$ cat src/rtl/kphq_pkg.sv
// Package for the knob position hysteresis quantizer: beat types, constants, boundary tables.
package kphq_pkg;

    localparam int ADC_W      = 10;
    localparam int MIN_W      = 4;
    localparam int SEC_W      = 6;
    localparam int SIDX_W     = 4;
    localparam int MIN_STEPS  = 11;
    localparam int SEC_STEPS  = 12;
    localparam int SEC_STRIDE = 5;
    localparam int PROD_W     = ADC_W + 4;

    localparam int CFG_IDX_W = 1;
    localparam int CFG_W     = 10;

    localparam logic [CFG_IDX_W-1:0] CFG_MIN_HYST = 1'b0;
    localparam logic [CFG_IDX_W-1:0] CFG_SEC_HYST = 1'b1;

    localparam logic [ADC_W-1:0] HYST_RESET = 10'd16;

    typedef struct packed {
        logic [ADC_W-1:0] minutes_sample;
        logic [ADC_W-1:0] seconds_sample;
    } in_beat_t;

    typedef struct packed {
        logic [MIN_W-1:0] minutes_value;
        logic [SEC_W-1:0] seconds_value;
    } out_beat_t;

    // lower boundary of minutes setting v: floor(1024*v/11)
    function automatic logic [ADC_W-1:0] min_bound(input logic [MIN_W-1:0] v);
        logic [ADC_W-1:0] b;
        case (v)
            4'd0:    b = 10'd0;
            4'd1:    b = 10'd93;
            4'd2:    b = 10'd186;
            4'd3:    b = 10'd279;
            4'd4:    b = 10'd372;
            4'd5:    b = 10'd465;
            4'd6:    b = 10'd558;
            4'd7:    b = 10'd651;
            4'd8:    b = 10'd744;
            4'd9:    b = 10'd837;
            4'd10:   b = 10'd930;
            default: b = 10'd0;
        endcase
        return b;
    endfunction

    // lower boundary of seconds step i (value 5*i): floor(1024*5*i/60)
    function automatic logic [ADC_W-1:0] sec_bound(input logic [SIDX_W-1:0] i);
        logic [ADC_W-1:0] b;
        case (i)
            4'd0:    b = 10'd0;
            4'd1:    b = 10'd85;
            4'd2:    b = 10'd170;
            4'd3:    b = 10'd256;
            4'd4:    b = 10'd341;
            4'd5:    b = 10'd426;
            4'd6:    b = 10'd512;
            4'd7:    b = 10'd597;
            4'd8:    b = 10'd682;
            4'd9:    b = 10'd768;
            4'd10:   b = 10'd853;
            4'd11:   b = 10'd938;
            default: b = 10'd0;
        endcase
        return b;
    endfunction

endpackage

$ cat src/rtl/knob_position_hysteresis_quantizer_unit.sv
// Top level of the knob position hysteresis quantizer.
// Each input beat carries one minutes and one seconds ADC sample; each yields one output
// beat with the held minutes (0..10) and seconds (0..55, steps of 5) after hysteresis.
// Two register stages (input, result) with table lookup and compare between them:
// out_valid rises once a beat moves from the input to the result register, and a new beat is
// taken every cycle while the output side keeps up. Hysteresis registers reset to 16 counts.
module knob_position_hysteresis_quantizer_unit
    import kphq_pkg::*;
(
    input  logic                 clk,
    input  logic                 rst_n,
    input  logic                 cfg_we,
    input  logic [CFG_IDX_W-1:0] cfg_index,
    input  logic [CFG_W-1:0]     cfg_data,
    input  logic                 in_valid,
    output logic                 in_ready,
    input  in_beat_t             in_data,
    output logic                 out_valid,
    input  logic                 out_ready,
    output out_beat_t            out_data
);

    logic [ADC_W-1:0]  min_hyst_reg;
    logic [ADC_W-1:0]  sec_hyst_reg;
    logic              s1_valid_reg;
    in_beat_t          s1_data_reg;
    logic              s2_valid_reg;
    out_beat_t         s2_data_reg;
    logic [MIN_W-1:0]  held_min_reg;
    logic [SIDX_W-1:0] held_sidx_reg;

    logic              s2_take;
    logic              s1_move;
    logic [PROD_W-1:0] min_prod;
    logic [PROD_W-1:0] sec_prod;
    logic [MIN_W-1:0]  min_cand;
    logic [SIDX_W-1:0] sidx_cand;
    logic [ADC_W:0]    min_up_lim;
    logic [ADC_W:0]    min_dn_sum;
    logic [ADC_W:0]    sec_up_lim;
    logic [ADC_W:0]    sec_dn_sum;
    logic              min_take;
    logic              sec_take;
    logic [MIN_W-1:0]  held_min_next;
    logic [SIDX_W-1:0] held_sidx_next;
    logic [SEC_W-1:0]  sec_value_next;

    assign s2_take  = !s2_valid_reg || out_ready;
    assign s1_move  = s1_valid_reg && s2_take;
    assign in_ready = !s1_valid_reg || s2_take;

    assign out_valid = s2_valid_reg;
    assign out_data  = s2_data_reg;

    // candidates: sample*steps/1024
    assign min_prod  = PROD_W'(s1_data_reg.minutes_sample) * PROD_W'(MIN_STEPS);
    assign sec_prod  = PROD_W'(s1_data_reg.seconds_sample) * PROD_W'(SEC_STEPS);
    assign min_cand  = min_prod[PROD_W-1:ADC_W];
    assign sidx_cand = sec_prod[PROD_W-1:ADC_W];

    // up: sample >= bound(cand) + hyst ; down: sample + hyst <= bound(held)
    assign min_up_lim = {1'b0, min_bound(min_cand)} + {1'b0, min_hyst_reg};
    assign min_dn_sum = {1'b0, s1_data_reg.minutes_sample} + {1'b0, min_hyst_reg};
    assign sec_up_lim = {1'b0, sec_bound(sidx_cand)} + {1'b0, sec_hyst_reg};
    assign sec_dn_sum = {1'b0, s1_data_reg.seconds_sample} + {1'b0, sec_hyst_reg};

    always_comb
    begin
        if (min_cand > held_min_reg)
        begin
            min_take = {1'b0, s1_data_reg.minutes_sample} >= min_up_lim;
        end
        else
        begin
            min_take = min_dn_sum <= {1'b0, min_bound(held_min_reg)};
        end

        if (sidx_cand > held_sidx_reg)
        begin
            sec_take = {1'b0, s1_data_reg.seconds_sample} >= sec_up_lim;
        end
        else
        begin
            sec_take = sec_dn_sum <= {1'b0, sec_bound(held_sidx_reg)};
        end

        held_min_next  = min_take ? min_cand : held_min_reg;
        held_sidx_next = sec_take ? sidx_cand : held_sidx_reg;
        sec_value_next = SEC_W'({2'b00, held_sidx_next} * SEC_W'(SEC_STRIDE));
    end

    always_ff @(posedge clk or negedge rst_n)
    begin
        if (!rst_n)
        begin
            min_hyst_reg <= HYST_RESET;
            sec_hyst_reg <= HYST_RESET;
        end
        else if (cfg_we)
        begin
            case (cfg_index)
                CFG_MIN_HYST: min_hyst_reg <= cfg_data[ADC_W-1:0];
                CFG_SEC_HYST: sec_hyst_reg <= cfg_data[ADC_W-1:0];
                default:      ;
            endcase
        end
    end

    always_ff @(posedge clk or negedge rst_n)
    begin
        if (!rst_n)
        begin
            s1_valid_reg  <= 1'b0;
            s2_valid_reg  <= 1'b0;
            held_min_reg  <= '0;
            held_sidx_reg <= '0;
        end
        else
        begin
            if (in_ready)
            begin
                s1_valid_reg <= in_valid;
            end
            if (s2_take)
            begin
                s2_valid_reg <= s1_valid_reg;
            end
            if (s1_move)
            begin
                held_min_reg  <= held_min_next;
                held_sidx_reg <= held_sidx_next;
            end
        end
    end

    always_ff @(posedge clk)
    begin
        if (in_valid && in_ready)
        begin
            s1_data_reg <= in_data;
        end
        if (s1_move)
        begin
            s2_data_reg.minutes_value <= held_min_next;
            s2_data_reg.seconds_value <= sec_value_next;
        end
    end

endmodule

$ cat config.mk
export PLATFORM = sky130hd
export DESIGN_NAME = knob_position_hysteresis_quantizer_unit
export DESIGN_NICKNAME = d
export VERILOG_FILES = /design/src/rtl/kphq_pkg.sv /design/src/rtl/knob_position_hysteresis_quantizer_unit.sv
export SDC_FILE = /design/constraint.sdc
export NUM_CORES = 1
export LEC_CHECK = 0
export ABC_AREA = 1
export BUFFER_PORTS_ARGS = -buffer_cell sky130_fd_sc_hd__buf_2
export CAP_MARGIN = 25
export CELL_PAD_IN_SITES_DETAIL_PLACEMENT = 1
export CELL_PAD_IN_SITES_GLOBAL_PLACEMENT = 1
export CORE_MARGIN = 2
export CORE_UTILIZATION = 46
export DETAILED_ROUTE_END_ITERATION = 8
export PLACE_DENSITY = 0.78
export SYNTH_ARGS = -nofsm -noshare
export SYNTH_HDL_FRONTEND = slang
export SYNTH_SLANG_ARGS = --single-unit
$ cat constraint.sdc
create_clock -name clk -period 7.3 [get_ports clk]
set_input_delay 0.365 -clock clk [delete_from_list [all_inputs] [get_ports clk]]
set_output_delay 0.365 -clock clk [all_outputs]
set_load 0.005 [all_outputs]
==> results.json <==
{
  "drt_iter0_markers": 294,
  "arrival_ns": 6.69,
  "preCtsSetupSlack_ns": 0.827,
  "synth_edf_count": 30,
  "p_leak_nw": 3.98,
  "initial_utilization": 0.468,
  "skew_ns": 0.00949,
  "hold_violations": 0,
  "grt_pass1_vias": 6402,
  "relSlewSlack": 0.414,
  "ys.flop_type": "edfxtp_1",
  "firstDrtPassIters": 4,
  "critical_path_depth": 38,
  "finalCriticalPeriod_ns": 6.60,
  "grt_pass1_wl_mm": 31.6,
  "clk_pin_slew_ns": 0.06,
  "synth_area_leaders": "ha_1 24%, edfxtp_1 13%, nand2_1 12%",
  "hpwl_mm": 15.5,
  "syn_avg_cell_area_um2": 7.63,
  "finalMaxSlewViolations": 0,
  "placedCellCount": 1109,
  "die_area_um2": 15600,
  "cts-root-buf": "clkbuf_16",
  "drive_above_1_share": 0.104,
  "setup_ws_ns": 0.701,
  "outcome": "finished clean",
  "criticalPathCategory": "flip-flop to flip-flop",
  "hold_class": "input pin to async pin",
  "grt-ovfl-total": 0,
  "cts_tree": "done",
  "io_pins": 48,
  "core-area_um2": 14400,
  "die_y_um": 125,
  "drc": 0,
  "antenna_found_initial": 0,
  "clock-sinks": 60,
  "design_area_um2": 7520,
  "cts_made_buffers": 9,
  "rows": 44,
  "ys_warn_count": 0,
  "clkLatencyLatePin_ns": 0.33,
  "cp.required_ns": 7.39,
  "finalNonFillerCells": 1126,
  "syn_inst": 884,
  "synthArstFlopShare": 0.500,
  "synthTopCellsByCount": "212 x nand2_1, 132 x ha_1, 124 x inv_1",
  "io_buffers": 47,
  "worst_slew_pin_slew_ns": 0.870,
  "vias": 6068,
  "reg2regPathDepth": 38,
  "synth_cell_types": 40,
  "n_antenna_cell": 0,
  "post_dp_cell_area_um2": 7190,
  "num-nets-final": 1116,
  "grt_max_degree": 31,
  "routed_wirelength_mm": 18.8,
  "netlist_area_um2": 6750,
  "cts_htree_levels": 3,
  "yosysTopAreaCellShare": 0.245,
  "ir_drop_v": 0.000172,
  "grtUsageTotal": 0.247,
  "synth_most_common_cell": "nand2_1",
  "yosysTopAreaCell": "ha_1",
  "maxCapViolCount": 0,
  "seq_area_frac_synth": 0.245,
  "die_w_um": 125,
  "synth_nets": 1063,
  "post_cts_buffers": 0,
  "ys_seq_elements": 60,
  "slowest_delay_ns": 0.70,
  "fmax_mhz": 152,
  "area_growth_pct": 11.6,
  "rsz0062_at_grt": "false",
  "tns_ns": 0,
  "path_common_cell": "nand2_1",
  "largest_register_ffs": 20,
  "min_period_over_period": 0.904,
  "endpoint_kind": "flip-flop",
  "critPathSlowestCell": "o21ai_0",
  "cts_resized": 0,
  "path_buf_inv": 2,
  "fillCellCount": 1835,
  "setup_viol": 0,
  "start_kind": "flip-flop",
  "critPathMaxFanout": 6,
  "holdBufCountCts": 0,
  "p_per_area_nw_per_um2": 428,
  "vias_per_cell": 5.39,
  "antenna_left": 0,
  "route.detailed.wl_per_inst_um": 16.7,
  "crit_family": "adder cells",
  "gp_congestion": 0.880,
  "cts_buffer_depth": 2
}
[final timing paths]
check	slack [ns]	startpoint	to
max	0.70	s1_data_reg[4]	out_data[5]
max in group asynchronous	6.75	rst_n	min_hyst_reg[0]
min reg2reg	0.53	sec_hyst_reg[4]	sec_hyst_reg[4]
min	0.08	rst_n	held_min_reg[2]
max reg2reg	0.70	s1_data_reg[4]	out_data[5]
min in group clk	0.20	in_data[18]	s1_data_reg[18]
[per-stage QoR]
step | hold slack [ns] | power, mW | utilization
6_report | 0.0783 | 3.22 | 0.522
3_5_place_dp | 0.458 | 2.73 | 0.498
5_1_grt | 0.134 | 3.59 | 0.522
4_1_cts | 0.0984 | 3.23 | 0.520
2_1_floorplan | 0.0694 | 2.16 | -
3_3_place_gp | 0.437 | 2.56 | 0.498
[cells by family after synthesis]
| logic type | count (synthesis) | synth area share |
|---|---|---|
| compound gates | 148 | 0.124 |
| xor+xnor | 31 | 0.0414 |
| fa+ha+maj | 143 | 0.277 |
| buf+inv | 141 | 0.0796 |
| flops | 60 | 0.245 |
| simple gates | 361 | 0.232 |
[layout by cell type (no fill, tap or decap), types with 9 or more instances in the layout]
cell,n
fa_1,11
clkbuf_16,9
inv_1,124
nand2_1,212
dfrtp_1,28
a21oi_1,70
xnor2_1,13
nor2_1,54
buf_2,47
o211ai_1,9
nand3_1,53
edfxtp_1,30
xor2_1,17
ha_1,132
o21ai_0,37
[worst register-to-register path: cells and delay by family, from the launching register on]
kind,cells,cell delay [ns]
compound gates,4,1.20
xor+xnor,1,0.18
fa+ha+maj,7,2.22
buf+inv,2,0.21
flops,1,0.45
simple gates,24,2.12
[layout make-up]
class                      count  area, um2  share of cell area
inverter                     135        514              0.0683
clock buffer                   9        225              0.0299
tap                          184        230              0.0306
multi-input combinational    683       4550               0.605
clock inverter                 7       91.3              0.0121
timing repair buffer          48        255              0.0339
sequential                    60       1650               0.220
[layer usage]
metal / global-route usage / part of all wire
met2: 0.428 / 0.49
met4: 0.0516 / 0.0081
met5: 0 / 0
met3: 0.0278 / 0.031
met1: 0.334 / 0.47
[power by group]
part	total, mW	switching (mW)	internal (mW)
Clock	0.465	0.168	0.297
Combinational	2.20	1.35	0.848
Sequential	0.562	0.0816	0.480
Total	3.22	1.60	1.63
Note: power is estimated with default switching activity, not from simulation.
